File: config.mk
export PLATFORM = sky130hd
export DESIGN_NAME = infix_to_postfix_converter_flat
export DESIGN_NICKNAME = d
export VERILOG_FILES = /design/src/hw/rtl/ifp_pkg.sv /design/src/hw/rtl/ifp_if.sv /design/src/hw/rtl/ifp_ram.sv /design/src/hw/rtl/ifp_ctrl.sv /design/src/hw/rtl/ifp_dp.sv /design/src/hw/rtl/infix_to_postfix_converter.sv /design/src/flat_wrapper.sv
export SDC_FILE = /design/constraint.sdc
export NUM_CORES = 1
export LEC_CHECK = 0
export BUFFER_PORTS_ARGS = -buffer_cell sky130_fd_sc_hd__buf_2
export CORE_MARGIN = 2
export CORE_UTILIZATION = 40
export CTS_BUF_LIST = sky130_fd_sc_hd__clkbuf_8
export DETAILED_ROUTE_END_ITERATION = 8
export REMOVE_ABC_BUFFERS = 1
export SETUP_SLACK_MARGIN = 0.15
export SLEW_MARGIN = 25
export SYNTH_ARGS = -nofsm -noshare
export SYNTH_HDL_FRONTEND = slang
export SYNTH_HIERARCHICAL = 1
export SYNTH_SLANG_ARGS = --single-unit
export TNS_END_PERCENT = 5
File: constraint.sdc
create_clock -name i_clk -period 6.4 [get_ports i_clk]
set_input_delay 0.96 -clock i_clk [delete_from_list [all_inputs] [get_ports i_clk]]
set_output_delay 0.96 -clock i_clk [all_outputs]
set_load 0.02 [all_outputs]
File: src/hw/rtl/ifp_pkg.sv
`default_nettype none

package ifp_pkg;

    // default operator stack depth
    localparam int STACK_DEPTH = 32;

    typedef logic [7:0] t_sym;
    typedef logic [1:0] t_err;
    typedef logic [2:0] t_prec;

    // error codes carried on each result item
    localparam t_err ERR_OK       = 2'd0;
    localparam t_err ERR_OVERFLOW = 2'd1;
    localparam t_err ERR_CLOSE    = 2'd2;
    localparam t_err ERR_UNCLOSED = 2'd3;

    // ascii codes of the recognized characters
    localparam t_sym SYM_CARET   = 8'h5E;
    localparam t_sym SYM_STAR    = 8'h2A;
    localparam t_sym SYM_SLASH   = 8'h2F;
    localparam t_sym SYM_PERCENT = 8'h25;
    localparam t_sym SYM_PLUS    = 8'h2B;
    localparam t_sym SYM_MINUS   = 8'h2D;
    localparam t_sym SYM_LPAREN  = 8'h28;
    localparam t_sym SYM_LBRACE  = 8'h7B;
    localparam t_sym SYM_LBRACK  = 8'h5B;
    localparam t_sym SYM_RPAREN  = 8'h29;
    localparam t_sym SYM_RBRACE  = 8'h7D;
    localparam t_sym SYM_RBRACK  = 8'h5D;

    // precedence levels
    localparam t_prec PREC_NONE = 3'd0;
    localparam t_prec PREC_ADD  = 3'd4;
    localparam t_prec PREC_MUL  = 3'd5;
    localparam t_prec PREC_POW  = 3'd6;

    // source of an emitted symbol
    typedef enum logic [1:0] {
        SRC_NONE,
        SRC_INPUT,
        SRC_TOP
    } t_src;

    // controller to datapath commands
    typedef struct packed {
        logic latch;
        logic emit;
        t_src src;
        t_err err;
        logic pop;
        logic clear;
        logic push;
        logic set_err3;
        logic finish;
    } t_dp_cmd;

    // datapath to controller status
    typedef struct packed {
        logic in_opnd;
        logic in_open;
        logic sym_end;
        logic sym_op;
        logic cnt_zero;
        logic cnt_full;
        logic top_marker;
        logic top_match;
        logic top_lower;
        logic err3;
        logic hold_v;
        logic out_free;
    } t_dp_stat;

    function automatic t_prec prec_of(input t_sym c);
        t_prec p;
        p = PREC_NONE;
        if (c == SYM_CARET) begin
            p = PREC_POW;
        end else if (c == SYM_STAR || c == SYM_SLASH || c == SYM_PERCENT) begin
            p = PREC_MUL;
        end else if (c == SYM_PLUS || c == SYM_MINUS) begin
            p = PREC_ADD;
        end
        return p;
    endfunction

    function automatic logic is_marker(input t_sym c);
        return (c == SYM_RPAREN) || (c == SYM_RBRACE) || (c == SYM_RBRACK);
    endfunction

    // closing marker for an opening bracket, zero otherwise
    function automatic t_sym closer_of(input t_sym c);
        t_sym m;
        m = '0;
        if (c == SYM_LPAREN) begin
            m = SYM_RPAREN;
        end else if (c == SYM_LBRACE) begin
            m = SYM_RBRACE;
        end else if (c == SYM_LBRACK) begin
            m = SYM_RBRACK;
        end
        return m;
    endfunction

endpackage

`default_nettype wire

File: src/hw/rtl/ifp_if.sv
`default_nettype none

// input channel: one expression character per item
interface ifp_in_if;
    logic       valid;
    logic       ready;
    logic [7:0] symbol;
    logic       end_of_expr;

    modport source (output valid, output symbol, output end_of_expr, input ready);
    modport sink   (input valid, input symbol, input end_of_expr, output ready);
endinterface

// output channel: one postfix result per item
interface ifp_out_if;
    logic       valid;
    logic       ready;
    logic [7:0] out_symbol;
    logic       has_symbol;
    logic       last;
    logic [1:0] error_code;

    modport source (output valid, output out_symbol, output has_symbol, output last,
                    output error_code, input ready);
    modport sink   (input valid, input out_symbol, input has_symbol, input last,
                    input error_code, output ready);
endinterface

`default_nettype wire

File: src/hw/rtl/ifp_ram.sv
`default_nettype none

module ifp_ram #(
    parameter int WIDTH = 8,
    parameter int DEPTH = 32
) (
    input  wire logic                     i_clk,
    input  wire logic                     i_we,
    input  wire logic [$clog2(DEPTH)-1:0] i_waddr,
    input  wire logic [WIDTH-1:0]         i_wdata,
    input  wire logic [$clog2(DEPTH)-1:0] i_raddr,
    output logic      [WIDTH-1:0]         o_rdata
);

    logic [WIDTH-1:0] r_mem [DEPTH];
    logic [WIDTH-1:0] r_rdata;

    // single write port, registered read port
    always_ff @(posedge i_clk) begin
        if (i_we) begin
            r_mem[i_waddr] <= i_wdata;
        end
        r_rdata <= r_mem[i_raddr];
    end

    assign o_rdata = r_rdata;

endmodule

`default_nettype wire

File: src/hw/rtl/ifp_ctrl.sv
`default_nettype none

module ifp_ctrl (
    input  wire logic              i_clk,
    input  wire logic              i_rst_n,
    input  wire logic              i_in_valid,
    output logic                   o_in_ready,
    input  wire ifp_pkg::t_dp_stat i_stat,
    output ifp_pkg::t_dp_cmd       o_cmd
);

    localparam logic [2:0] S_IDLE   = 3'd0;
    localparam logic [2:0] S_LOOK   = 3'd1;
    localparam logic [2:0] S_DECIDE = 3'd2;
    localparam logic [2:0] S_PUSH   = 3'd3;
    localparam logic [2:0] S_FIN    = 3'd4;

    logic [2:0]       r_state;
    logic [2:0]       n_state;
    logic             w_can_emit;
    ifp_pkg::t_dp_cmd w_cmd;

    // an emit moves a held result out, so the output register must be free
    assign w_can_emit = !i_stat.hold_v || i_stat.out_free;
    assign o_in_ready = (r_state == S_IDLE);
    assign o_cmd      = w_cmd;

    // next state and commands
    always_comb begin
        w_cmd   = '0;
        w_cmd.src = ifp_pkg::SRC_NONE;
        w_cmd.err = ifp_pkg::ERR_OK;
        n_state = r_state;
        unique case (r_state)
            S_IDLE: begin
                if (i_in_valid) begin
                    w_cmd.latch = 1'b1;
                    priority if (i_stat.in_opnd) begin
                        w_cmd.emit = 1'b1;
                        w_cmd.src  = ifp_pkg::SRC_INPUT;
                        n_state    = S_FIN;
                    end else if (i_stat.in_open) begin
                        n_state = S_PUSH;
                    end else begin
                        n_state = S_LOOK;
                    end
                end
            end
            S_LOOK: begin
                if (i_stat.cnt_zero) begin
                    priority if (i_stat.sym_end) begin
                        if (w_can_emit) begin
                            w_cmd.emit = 1'b1;
                            w_cmd.err  = i_stat.err3 ? ifp_pkg::ERR_UNCLOSED : ifp_pkg::ERR_OK;
                            n_state    = S_FIN;
                        end
                    end else if (i_stat.sym_op) begin
                        n_state = S_PUSH;
                    end else begin
                        // closing bracket with nothing stacked
                        if (w_can_emit) begin
                            w_cmd.emit  = 1'b1;
                            w_cmd.err   = ifp_pkg::ERR_CLOSE;
                            w_cmd.clear = 1'b1;
                            n_state     = S_FIN;
                        end
                    end
                end else begin
                    n_state = S_DECIDE;
                end
            end
            S_DECIDE: begin
                priority if (i_stat.sym_end) begin
                    // flush: markers are dropped and flagged as unclosed
                    if (i_stat.top_marker) begin
                        w_cmd.pop      = 1'b1;
                        w_cmd.set_err3 = 1'b1;
                        n_state        = S_LOOK;
                    end else if (w_can_emit) begin
                        w_cmd.emit = 1'b1;
                        w_cmd.src  = ifp_pkg::SRC_TOP;
                        w_cmd.pop  = 1'b1;
                        n_state    = S_LOOK;
                    end
                end else if (i_stat.sym_op) begin
                    if (i_stat.top_marker || i_stat.top_lower) begin
                        n_state = S_PUSH;
                    end else if (w_can_emit) begin
                        w_cmd.emit = 1'b1;
                        w_cmd.src  = ifp_pkg::SRC_TOP;
                        w_cmd.pop  = 1'b1;
                        n_state    = S_LOOK;
                    end
                end else begin
                    // closing bracket
                    if (i_stat.top_marker) begin
                        if (i_stat.top_match) begin
                            w_cmd.pop = 1'b1;
                            n_state   = S_FIN;
                        end else if (w_can_emit) begin
                            w_cmd.emit  = 1'b1;
                            w_cmd.err   = ifp_pkg::ERR_CLOSE;
                            w_cmd.clear = 1'b1;
                            n_state     = S_FIN;
                        end
                    end else if (w_can_emit) begin
                        w_cmd.emit = 1'b1;
                        w_cmd.src  = ifp_pkg::SRC_TOP;
                        w_cmd.pop  = 1'b1;
                        n_state    = S_LOOK;
                    end
                end
            end
            S_PUSH: begin
                if (i_stat.cnt_full) begin
                    if (w_can_emit) begin
                        w_cmd.emit  = 1'b1;
                        w_cmd.err   = ifp_pkg::ERR_OVERFLOW;
                        w_cmd.clear = 1'b1;
                        n_state     = S_FIN;
                    end
                end else begin
                    w_cmd.push = 1'b1;
                    n_state    = S_FIN;
                end
            end
            S_FIN: begin
                // release the held result as the last one of this item
                if (!i_stat.hold_v) begin
                    n_state = S_IDLE;
                end else if (i_stat.out_free) begin
                    w_cmd.finish = 1'b1;
                    n_state      = S_IDLE;
                end
            end
            default: begin
                n_state = S_IDLE;
            end
        endcase
    end

    // state register
    always_ff @(posedge i_clk) begin
        if (!i_rst_n) begin
            r_state <= S_IDLE;
        end else begin
            r_state <= n_state;
        end
    end

endmodule

`default_nettype wire

File: src/hw/rtl/ifp_dp.sv
`default_nettype none

module ifp_dp #(
    parameter int STACK_DEPTH = ifp_pkg::STACK_DEPTH
) (
    input  wire logic             i_clk,
    input  wire logic             i_rst_n,
    input  wire logic [7:0]       i_symbol,
    input  wire logic             i_end_of_expr,
    input  wire ifp_pkg::t_dp_cmd i_cmd,
    output ifp_pkg::t_dp_stat     o_stat,
    input  wire logic             i_out_ready,
    output logic                  o_out_valid,
    output logic [7:0]            o_out_symbol,
    output logic                  o_out_has_symbol,
    output logic                  o_out_last,
    output logic [1:0]            o_out_error_code
);

    localparam int AW = $clog2(STACK_DEPTH);
    localparam int CW = $clog2(STACK_DEPTH + 1);

    logic [7:0]    r_sym;
    logic          r_end;
    logic [CW-1:0] r_count;
    logic [CW-1:0] n_count;
    logic          r_err3;
    logic [7:0]    r_hold_sym;
    logic          r_hold_has;
    logic [1:0]    r_hold_err;
    logic          r_hold_v;
    logic [7:0]    r_out_sym;
    logic          r_out_has;
    logic          r_out_last;
    logic [1:0]    r_out_err;
    logic          r_out_valid;

    logic [CW-1:0] w_count_m1;
    logic [7:0]    w_top;
    logic [7:0]    w_push_val;
    logic [7:0]    w_closer;
    logic [7:0]    w_new_sym;
    logic          w_new_has;
    logic          w_move;
    logic          w_out_free;
    logic          w_in_op;
    logic          w_in_open;
    logic          w_in_close;

    // stack storage, read address follows the top of stack
    assign w_count_m1 = r_count - CW'(1);
    assign w_closer   = ifp_pkg::closer_of(r_sym);
    assign w_push_val = (w_closer != 8'd0) ? w_closer : r_sym;

    ifp_ram #(
        .WIDTH (8),
        .DEPTH (STACK_DEPTH)
    ) u_stack (
        .i_clk   (i_clk),
        .i_we    (i_cmd.push),
        .i_waddr (r_count[AW-1:0]),
        .i_wdata (w_push_val),
        .i_raddr (w_count_m1[AW-1:0]),
        .o_rdata (w_top)
    );

    // classification of the incoming character
    assign w_in_op    = (ifp_pkg::prec_of(i_symbol) != ifp_pkg::PREC_NONE);
    assign w_in_open  = (ifp_pkg::closer_of(i_symbol) != 8'd0);
    assign w_in_close = ifp_pkg::is_marker(i_symbol);

    assign w_out_free = !r_out_valid || i_out_ready;

    // status toward the controller
    always_comb begin
        o_stat            = '0;
        o_stat.in_opnd    = !i_end_of_expr && !w_in_op && !w_in_open && !w_in_close;
        o_stat.in_open    = !i_end_of_expr && w_in_open;
        o_stat.sym_end    = r_end;
        o_stat.sym_op     = (ifp_pkg::prec_of(r_sym) != ifp_pkg::PREC_NONE);
        o_stat.cnt_zero   = (r_count == '0);
        o_stat.cnt_full   = (r_count == CW'(STACK_DEPTH));
        o_stat.top_marker = ifp_pkg::is_marker(w_top);
        o_stat.top_match  = (w_top == r_sym);
        o_stat.top_lower  = (ifp_pkg::prec_of(w_top) < ifp_pkg::prec_of(r_sym));
        o_stat.err3       = r_err3;
        o_stat.hold_v     = r_hold_v;
        o_stat.out_free   = w_out_free;
    end

    // symbol for a new result
    always_comb begin
        unique case (i_cmd.src)
            ifp_pkg::SRC_INPUT: begin
                w_new_sym = i_symbol;
                w_new_has = 1'b1;
            end
            ifp_pkg::SRC_TOP: begin
                w_new_sym = w_top;
                w_new_has = 1'b1;
            end
            default: begin
                w_new_sym = 8'd0;
                w_new_has = 1'b0;
            end
        endcase
    end

    // a held result leaves when another follows or the item finishes
    assign w_move = (i_cmd.emit && r_hold_v) || i_cmd.finish;

    // stack count
    always_comb begin
        n_count = r_count;
        priority if (i_cmd.clear) begin
            n_count = '0;
        end else if (i_cmd.pop) begin
            n_count = w_count_m1;
        end else if (i_cmd.push) begin
            n_count = r_count + CW'(1);
        end
    end

    // control registers
    always_ff @(posedge i_clk) begin
        if (!i_rst_n) begin
            r_count     <= '0;
            r_err3      <= 1'b0;
            r_hold_v    <= 1'b0;
            r_out_valid <= 1'b0;
        end else begin
            r_count <= n_count;
            if (i_cmd.latch) begin
                r_err3 <= 1'b0;
            end else if (i_cmd.set_err3) begin
                r_err3 <= 1'b1;
            end
            if (i_cmd.emit) begin
                r_hold_v <= 1'b1;
            end else if (i_cmd.finish) begin
                r_hold_v <= 1'b0;
            end
            if (w_move) begin
                r_out_valid <= 1'b1;
            end else if (i_out_ready) begin
                r_out_valid <= 1'b0;
            end
        end
    end

    // payload registers
    always_ff @(posedge i_clk) begin
        if (i_cmd.latch) begin
            r_sym <= i_symbol;
            r_end <= i_end_of_expr;
        end
        if (i_cmd.emit) begin
            r_hold_sym <= w_new_sym;
            r_hold_has <= w_new_has;
            r_hold_err <= i_cmd.err;
        end
        if (w_move) begin
            r_out_sym  <= r_hold_sym;
            r_out_has  <= r_hold_has;
            r_out_err  <= r_hold_err;
            r_out_last <= i_cmd.finish;
        end
    end

    assign o_out_valid      = r_out_valid;
    assign o_out_symbol     = r_out_sym;
    assign o_out_has_symbol = r_out_has;
    assign o_out_last       = r_out_last;
    assign o_out_error_code = r_out_err;

endmodule

`default_nettype wire

File: src/hw/rtl/infix_to_postfix_converter.sv
// an operand result goes from the hold register to the output register when its item
//   finishes; a new item is accepted only in the idle state, after the previous one is
//   through; each popped entry needs a registered read of the stack top, and output
//   stalls hold the flow
// reset: synchronous active low; clears stack count, output and control state,
//   stack memory contents are left as they are (no clearing pass)
`default_nettype none

module infix_to_postfix_converter #(
    parameter int STACK_DEPTH = ifp_pkg::STACK_DEPTH
) (
    input  wire logic  i_clk,
    input  wire logic  i_rst_n,
    ifp_in_if.sink     i_in,
    ifp_out_if.source  o_out
);

    ifp_pkg::t_dp_cmd  w_cmd;
    ifp_pkg::t_dp_stat w_stat;

    // sequencing of pops, pushes and result release
    ifp_ctrl u_ctrl (
        .i_clk      (i_clk),
        .i_rst_n    (i_rst_n),
        .i_in_valid (i_in.valid),
        .o_in_ready (i_in.ready),
        .i_stat     (w_stat),
        .o_cmd      (w_cmd)
    );

    // stack, result hold and output register
    ifp_dp #(
        .STACK_DEPTH (STACK_DEPTH)
    ) u_dp (
        .i_clk            (i_clk),
        .i_rst_n          (i_rst_n),
        .i_symbol         (i_in.symbol),
        .i_end_of_expr    (i_in.end_of_expr),
        .i_cmd            (w_cmd),
        .o_stat           (w_stat),
        .i_out_ready      (o_out.ready),
        .o_out_valid      (o_out.valid),
        .o_out_symbol     (o_out.out_symbol),
        .o_out_has_symbol (o_out.has_symbol),
        .o_out_last       (o_out.last),
        .o_out_error_code (o_out.error_code)
    );

endmodule

`default_nettype wire

File: src/flat_wrapper.sv
// flat-port wrapper written by rule: the top's interface ports become plain ports
module infix_to_postfix_converter_flat 
#(
    parameter int STACK_DEPTH = ifp_pkg::STACK_DEPTH
)
  (i_clk, i_rst_n, i_in_valid, i_in_symbol, i_in_end_of_expr, i_in_ready, o_out_valid, o_out_out_symbol, o_out_has_symbol, o_out_last, o_out_error_code, o_out_ready);
  ifp_in_if i_in_i ();
  ifp_out_if o_out_i ();
  input  wire logic i_clk;
  input  wire logic i_rst_n;
  input wire logic [$bits(i_in_i.valid)-1:0] i_in_valid;
  input wire logic [$bits(i_in_i.symbol)-1:0] i_in_symbol;
  input wire logic [$bits(i_in_i.end_of_expr)-1:0] i_in_end_of_expr;
  output wire logic [$bits(i_in_i.ready)-1:0] i_in_ready;
  output wire logic [$bits(o_out_i.valid)-1:0] o_out_valid;
  output wire logic [$bits(o_out_i.out_symbol)-1:0] o_out_out_symbol;
  output wire logic [$bits(o_out_i.has_symbol)-1:0] o_out_has_symbol;
  output wire logic [$bits(o_out_i.last)-1:0] o_out_last;
  output wire logic [$bits(o_out_i.error_code)-1:0] o_out_error_code;
  input wire logic [$bits(o_out_i.ready)-1:0] o_out_ready;
  assign i_in_i.valid = i_in_valid;
  assign i_in_i.symbol = i_in_symbol;
  assign i_in_i.end_of_expr = i_in_end_of_expr;
  assign i_in_ready = i_in_i.ready;
  assign o_out_valid = o_out_i.valid;
  assign o_out_out_symbol = o_out_i.out_symbol;
  assign o_out_has_symbol = o_out_i.has_symbol;
  assign o_out_last = o_out_i.last;
  assign o_out_error_code = o_out_i.error_code;
  assign o_out_i.ready = o_out_ready;
  infix_to_postfix_converter #(.STACK_DEPTH(STACK_DEPTH)) u_core (.i_clk(i_clk), .i_rst_n(i_rst_n), .i_in(i_in_i), .o_out(o_out_i));
endmodule
==> run_results.csv, run 1 <==
group,metric,value,unit
run_status,status,"finished clean",
power,power_density,285.5,nW/um^2
timing,hold_viol,0,
route,vias,6652,
power,leakage,0.004727,uW
route,drc_errors,0,
logic_synthesis,yosysWarnings,6,
critical_path,critical_path_depth,13,
placed_design,hpwl,16430,um
logic_synthesis,synth.distinct_cells,67,
die,die_h,182.4,um
clock_tree,cts.clk_slew.worst_paths,0.06,ns
job,drv_cap,0,
route,viasPerCell,5.618,
logic_synthesis,syn_area_per_cell,18.37,um^2
cells_and_area,fillers,2665,
clock_tree,cts_setup_buffers,0,
min_path,hold_path_depth,0,
placed_design,dpl_cell_area,13240,um^2
clock_tree,cts.repair.resized,0,
logic_synthesis,async_flop_share,0,%
timing,max_slew_margin,25.37,%
critical_path,required,6.66,ns
clock_tree,insertion_delay,0.59,ns
critical_path,worstPathArrival,4.59,ns
die,coreArea,31470,um^2
global_routing,antenna_found_initial,0,
die,die_area,33270,um^2
clock_tree,cts-hold-fix-buffers,0,
global_routing,grt_pass1_vias,6735,
route,ant_nets,0,
critical_path,cp-end-kind,"flip-flop",
cells_and_area,layout.cells.non_filler,1184,
placed_design,routabilityCongestion,0.8723,
cells_and_area,final_common_cell,"edfxtp_1",
die,num_rows,65,
global_routing,grt_first_pass_wirelength,41120,um
critical_path,critPathMaxFanout,19,
placed_design,portBuffers,26,
route,routed_wl,27140,um
critical_path,crit_start,"u_core/u_dp/r_sym[5]$_DFFE_PP_",
cells_and_area,stdcell_area,14370,um^2
timing,fin_crit,4.335,ns
critical_path,reg2regPathDepth,13,
critical_path,crit_chain,"buf_8 -> nor4b_1 -> nand3_1 -> and2_1 -> ha_1 -> a21o_1 -> a31oi_1 -> nand2_1 -> a21oi_1 -> nor3b_1 -> or3_1 -> a21oi_1 -> inv_1",
logic_synthesis,synthCells,693,
critical_path,critPathTopFamily,"simple AND/OR/NAND/NOR gates",
logic_synthesis,synth-edff-count,288,
logic_synthesis,ys_seq_elements,308,
cells_and_area,diodes,0,
critical_path,cp_common_cell,"a21oi_1",
die,pin_count,27,
clock_tree,clockBufferDepth,3,
cells_and_area,nets,759,
logic_synthesis,yosysSeqAreaShare,71.07,%
cells_and_area,area_growth_syn_to_layout,12.85,%
route,drt_iter0_drc,566,
clock_tree,cts_inserted_buffers,50,
critical_path,cp_slowest_stage_delay,0.67,ns
timing,max_freq,230.7,MHz
critical_path,cp_num_buf_inv,2,
timing,period_share,67.73,%
global_routing,grtUsageTotal,16.69,%
timing,maxSlewViolCount,0,
timing,clock_skew,0.03655,ns
route,wl_per_cell,22.92,um
power,vdd_ir_drop_max,151.9,uV
critical_path,crit_type,"flip-flop to flip-flop",
min_path,hold_class,"flip-flop to flip-flop",
min_path,holdCritStartpoint,"u_core/u_dp/r_hold_err[1]$_DFFE_PP_",
clock_tree,cts_tree,"done",
timing,finalSetupViolCount,0,
timing,rsz0062_at_grt,"false",
placed_design,place_ws,1.767,ns
critical_path,critPathLaunchType,"flip-flop",
logic_synthesis,synth_ff_type,"edfxtp_1",
critical_path,reg2reg_from,"u_core/u_dp/r_sym[5]$_DFFE_PP_",
route,dr.pass1.iters,5,
die,initial_core_util,40.45,%
placed_design,place_inst,1086,
global_routing,grt_max_degree,65,
cells_and_area,final_core_util,45.65,%
clock_tree,cts_max_level,2,
logic_synthesis,synth_area,12730,um^2
cells_and_area,layout-drive-gt1-share,28.39,%
clock_tree,cts_sinks,308,
timing,setup_slack,2.065,ns
global_routing,grt_overflow,0,
clock_tree,cts_root_buf,"clkbuf_8",
die,fp.dieW,182.4,um
timing,worstMarginPinSlew,1.115,ns
critical_path,worst_path_max_delay_cell,"edfxtp_1",
cells_and_area,most-common-layout-cells,"edfxtp_1, mux4_2, clkbuf_8",
## area by class of cell
class	instances	area, um^2	share of cell area [%]
Clock inverter	39	282.8	1.968
Inverter	17	66.31	0.4615
Timing Repair Buffer	37	242.7	1.689
Clock buffer	55	757.0	5.268
Multi-Input combinational cell	326	3468	24.14
Tap cell	402	503.0	3.501
Sequential cell	308	9049	62.97
## flip-flops by register name (all words and copies together), names as in the netlist, 3 cells and up
name / count
u_core/u_dp/u_stack/o_rdata: 8
u_core/u_ctrl/r_state: 3
u_core/u_dp/r_hold_sym: 8
u_core/u_dp/o_out_symbol: 8
u_core/u_dp/u_stack/r_mem: 256
u_core/u_dp/r_count: 6
u_core/u_dp/r_sym: 8
## power breakdown
| part | leakage [uW] | total (uW) | switching [uW] | internal [uW] |
|---|---|---|---|---|
| logic | 0.00136 | 115 | 79.0 | 35.8 |
| registers | 0.00277 | 2250 | 20.9 | 2230 |
| clock network | 0.000595 | 1730 | 772 | 961 |
| total | 0.00473 | 4100 | 872 | 3230 |
## per-stage QoR
step / setup TNS [ns] / total power (uW) / hold slack (ns)
2_1_floorplan: -7.058 / 2356 / 0.4003
5_1_grt: 0 / 4258 / 0.4288
6_report: 0 / 4102 / 0.4199
3_3_place_gp: 0 / 2399 / 0.4050
3_5_place_dp: 0 / 2407 / 0.4093
4_1_cts: 0 / 4148 / 0.4242
## cells by family (layout without fill, tap and decap cells)
| kind of cell | count (synthesis) | count (layout) | synth area share, % |
|---|---|---|---|
| xor+xnor | 17 | 17 | 1.169 |
| flops | 308 | 308 | 71.07 |
| simple gates | 154 | 154 | 6.712 |
| mux | 89 | 89 | 14.94 |
| buf+inv | 59 | 148 | 2.211 |
| fa+ha+maj | 6 | 6 | 0.5896 |
| compound gates | 60 | 60 | 3.312 |
## per-layer routing
layer / vias to the layer above / track usage (%) / part of all wire [%] / routed length [um]
met1: 3493 / 21.90 / 42 / 11340
met3: 50 / 2.954 / 5.7 / 1536
met4: 0 / 5.452 / 2.6 / 703
met5: - / 0.7407 / 0 / 0
li1: 2883 / - / - / -
met2: 226 / 28.31 / 50 / 13560
## Yosys cell counts (all sizes together) (10+ instances only)
cell type / n / area share, %
buf: 24 / 1.2
nor2: 60 / 1.8
edfxtp: 288 / 68
inv: 17 / 0.50
a21oi: 14 / 0.55
nand2: 13 / 0.38
mux4: 80 / 14
nand2b: 10 / 0.55
clkbuf: 18 / 0.53
xnor2: 10 / 0.69
dfxtp: 20 / 3.1
## final timing paths
path | to | slack [ns]
min reg2reg | u_core/u_dp/o_out_error_code[1]$_DFFE_PP_ | 0.42
min | u_core/u_dp/o_out_error_code[1]$_DFFE_PP_ | 0.42
max reg2reg | u_core/u_dp/o_out_symbol[0]$_DFFE_PP_ | 2.07
max | u_core/u_dp/o_out_symbol[0]$_DFFE_PP_ | 2.07
No activity file was read; power rests on OpenSTA's default activity.
==> run 2, diff against run 1 <==
==> constraint.sdc (replaced) <==
create_clock -name i_clk -period 3.92 [get_ports i_clk]
set_input_delay 0.588 -clock i_clk [delete_from_list [all_inputs] [get_ports i_clk]]
set_output_delay 0.588 -clock i_clk [all_outputs]
set_load 0.02 [all_outputs]
==> run 2 against run 1 <==
Against the previous run:
- via count rose by 0.65%
- sequential share of layout area is essentially flat
- cell area is essentially flat
- critical path depth did not move
- largest cell class unchanged
- highest routed layer unchanged
==> run_results.csv, run 2 (synthesized netlist as in run 1, its figures left out) <==
group,metric,value,unit
global_routing,grt_max_degree,66,
cells_and_area,top_register,"u_core/u_dp/u_stack/r_mem",
global_routing,grt_overflow,0,
die,die_h,182.4,um
global_routing,grt_first_pass_wirelength,41280,um
timing,max_freq,290.6,MHz
critical_path,cp_num_buf_inv,1,
route,drc_errors,0,
timing,max_slew_margin,37.13,%
clock_tree,clockBufferDepth,3,
clock_tree,insertion_delay,0.59,ns
critical_path,reg2reg_from,"u_core/u_dp/r_sym[7]$_DFFE_PP_",
power,power_density,439.4,nW/um^2
global_routing,grtUsageTotal,16.65,%
min_path,holdCritStartpoint,"i_in_end_of_expr",
timing,rsz0062_at_grt,"false",
critical_path,r2r_end,"u_core/u_dp/o_out_has_symbol$_DFFE_PP_",
clock_tree,cts_sinks,308,
critical_path,required,4.18,ns
clock_tree,cts.clk_slew.worst_paths,0.06,ns
route,dr.pass1.iters,5,
timing,hold_viol,0,
cells_and_area,most-common-layout-cells,"edfxtp_1, mux4_2, nor2_1",
critical_path,cp_slowest_stage_delay,0.40,ns
cells_and_area,final_common_cell,"edfxtp_1",
clock_tree,cts_max_level,2,
critical_path,worst_path_max_delay_cell,"or3_4",
global_routing,grt_pass1_vias,6914,
clock_tree,cts_inserted_buffers,50,
cells_and_area,area_growth_syn_to_layout,12.94,%
route,vias,6695,
die,coreArea,31470,um^2
route,routed_wl,26890,um
timing,period_share,87.80,%
timing,maxSlewViolCount,0,
placed_design,routabilityCongestion,0.8640,
timing,finalSetupViolCount,0,
clock_tree,cts_root_buf,"clkbuf_8",
min_path,holdPathEnd,"u_core/u_dp/r_end$_DFFE_PP_",
critical_path,critPathLaunchType,"flip-flop",
critical_path,worstPathArrival,3.70,ns
critical_path,cp_common_cell,"a21oi_1",
min_path,hold_path_depth,1,
route,ant_nets,0,
route,viasPerCell,5.556,
die,num_rows,65,
route,wl_per_cell,22.31,um
placed_design,place_inst,1117,
die,fp.dieW,182.4,um
timing,worstMarginPinSlew,0.9397,ns
cells_and_area,diodes,0,
cells_and_area,layout.cells.non_filler,1205,
critical_path,crit_type,"flip-flop to flip-flop",
critical_path,rrSetupSlack,0.48,ns
timing,fin_crit,3.442,ns
clock_tree,cts_tree,"done",
critical_path,critPathMaxFanout,12,
power,vdd_ir_drop_max,215.9,uV
die,die_area,33270,um^2
power,p_total,6319,uW
critical_path,crit_chain,"and3b_1 -> nand3_1 -> or3_4 -> and2_1 -> ha_1 -> a21o_1 -> a31oi_1 -> nand2_1 -> a21oi_1 -> nor3b_1 -> or3_1 -> a21oi_1 -> inv_1",
job,drv_cap,0,
timing,fin_hold_ws,0.2446,ns
power,leakage,0.004787,uW
run_status,status,"finished clean",
critical_path,critPathTopFamily,"simple AND/OR/NAND/NOR gates",
die,initial_core_util,40.45,%
critical_path,cp-end-kind,"flip-flop",
route,drt_iter0_drc,597,
clock_tree,cts_setup_buffers,0,
cells_and_area,nets,786,
die,pin_count,27,
cells_and_area,layout-drive-gt1-share,28.77,%
placed_design,hpwl,17150,um
timing,clock_skew,0.04346,ns
cells_and_area,largest_register_ffs,256,
cells_and_area,fillers,2662,
min_path,hold_class,"primary input to flip-flop",
placed_design,portBuffers,26,
critical_path,reg2regPathDepth,13,
global_routing,antenna_found_initial,0,
run 2: cell types whose count changed in the layout (fill, tap and decap cells not counted), moves of 2 or more:
cell | before | now
nor2_2 | 14 | 0
nor2_1 | 46 | 60
clkbuf_8 | 55 | 51
inv_1 | 33 | 31
buf_8 | 3 | 0
buf_6 | 2 | 0
bufinv_16 | 4 | 0
buf_4 | 6 | 37
clkinvlp_4 | 0 | 2
run 2: worst max-delay path by stage:
stage | from | to | depth (start not counted)
finish | u_core/u_dp/r_sym[7]$_DFFE_PP_ | u_core/u_dp/o_out_has_symbol$_DFFE_PP_ | 13
global route | u_core/u_dp/r_sym[7]$_DFFE_PP_ | u_core/u_dp/o_out_has_symbol$_DFFE_PP_ | 13
CTS | u_core/u_dp/r_sym[7]$_DFFE_PP_ | u_core/u_dp/o_out_symbol[4]$_DFFE_PP_ | 13
detailed placement | u_core/u_dp/r_sym[7]$_DFFE_PP_ | u_core/u_dp/o_out_symbol[4]$_DFFE_PP_ | 13
global placement | u_core/u_dp/r_sym[7]$_DFFE_PP_ | u_core/u_dp/o_out_symbol[4]$_DFFE_PP_ | 13
floorplan | u_core/u_dp/r_count[0]$_SDFFE_PP0P_ | u_core/u_dp/u_stack/o_rdata[0]$_DFF_P_ | 6
run 2: timing repair:
| action | in CTS | in global routing |
|---|---|---|
| gates resized for setup | 0 | 2 |
| endpoints found under the setup margin | 0 | 17 |
| hold buffers | 0 | 0 |
run 2: cell type report:
type                    count  area (um^2)  share of cell area, %
repair buffers             64        427.9                  2.976
flip-flops and latches    308         9049                  62.93
clock inverters            37        183.9                  1.279
inverters                  17        66.31                 0.4612
multi-input cells         326         3448                  23.98
clock buffers              51        701.9                  4.881
well taps                 402        503.0                  3.498
run 2: routing by layer:
metal / GRT usage, % / part of all wire (%) / vias to the layer above
li1: - / - / 2937
met1: 22.33 / 43 / 3469
met2: 27.36 / 48 / 243
met3: 3.073 / 6.4 / 46
met4: 6.097 / 2.7 / 0
met5: 0 / 0 / -
run 2: stage by stage:
step	util [%]	setup TNS, ns	setup WS, ns	instance area, um^2
after floorplan	-	-158.07	-3.362	12510
after global placement	42.82	0	0.3470	13480
after detailed placement	42.83	0	0.2651	13480
after CTS	45.64	0	0.2403	14370
after global routing	45.69	0	0.1963	14380
final	45.69	0	0.4783	14380
run 2: worst register-to-register path: stages (launching register included):
cell and delay (ns):
edfxtp_1 0.38, and3b_1 0.26, nand3_1 0.13, or3_4 0.40
and2_1 0.15, ha_1 0.31, a21o_1 0.17, a31oi_1 0.19
nand2_1 0.11, a21oi_1 0.14, nor3b_1 0.07, or3_1 0.39
a21oi_1 0.20, inv_1 0.24
run 2: where the power goes:
part           switching (uW)  total [uW]  leakage [uW]  internal, uW
Combinational             145         204       0.00151          59.0
Sequential               24.0        3670       0.00277          3650
Clock                    1220        2440      0.000506          1220
Total                    1390        6320       0.00479          4930
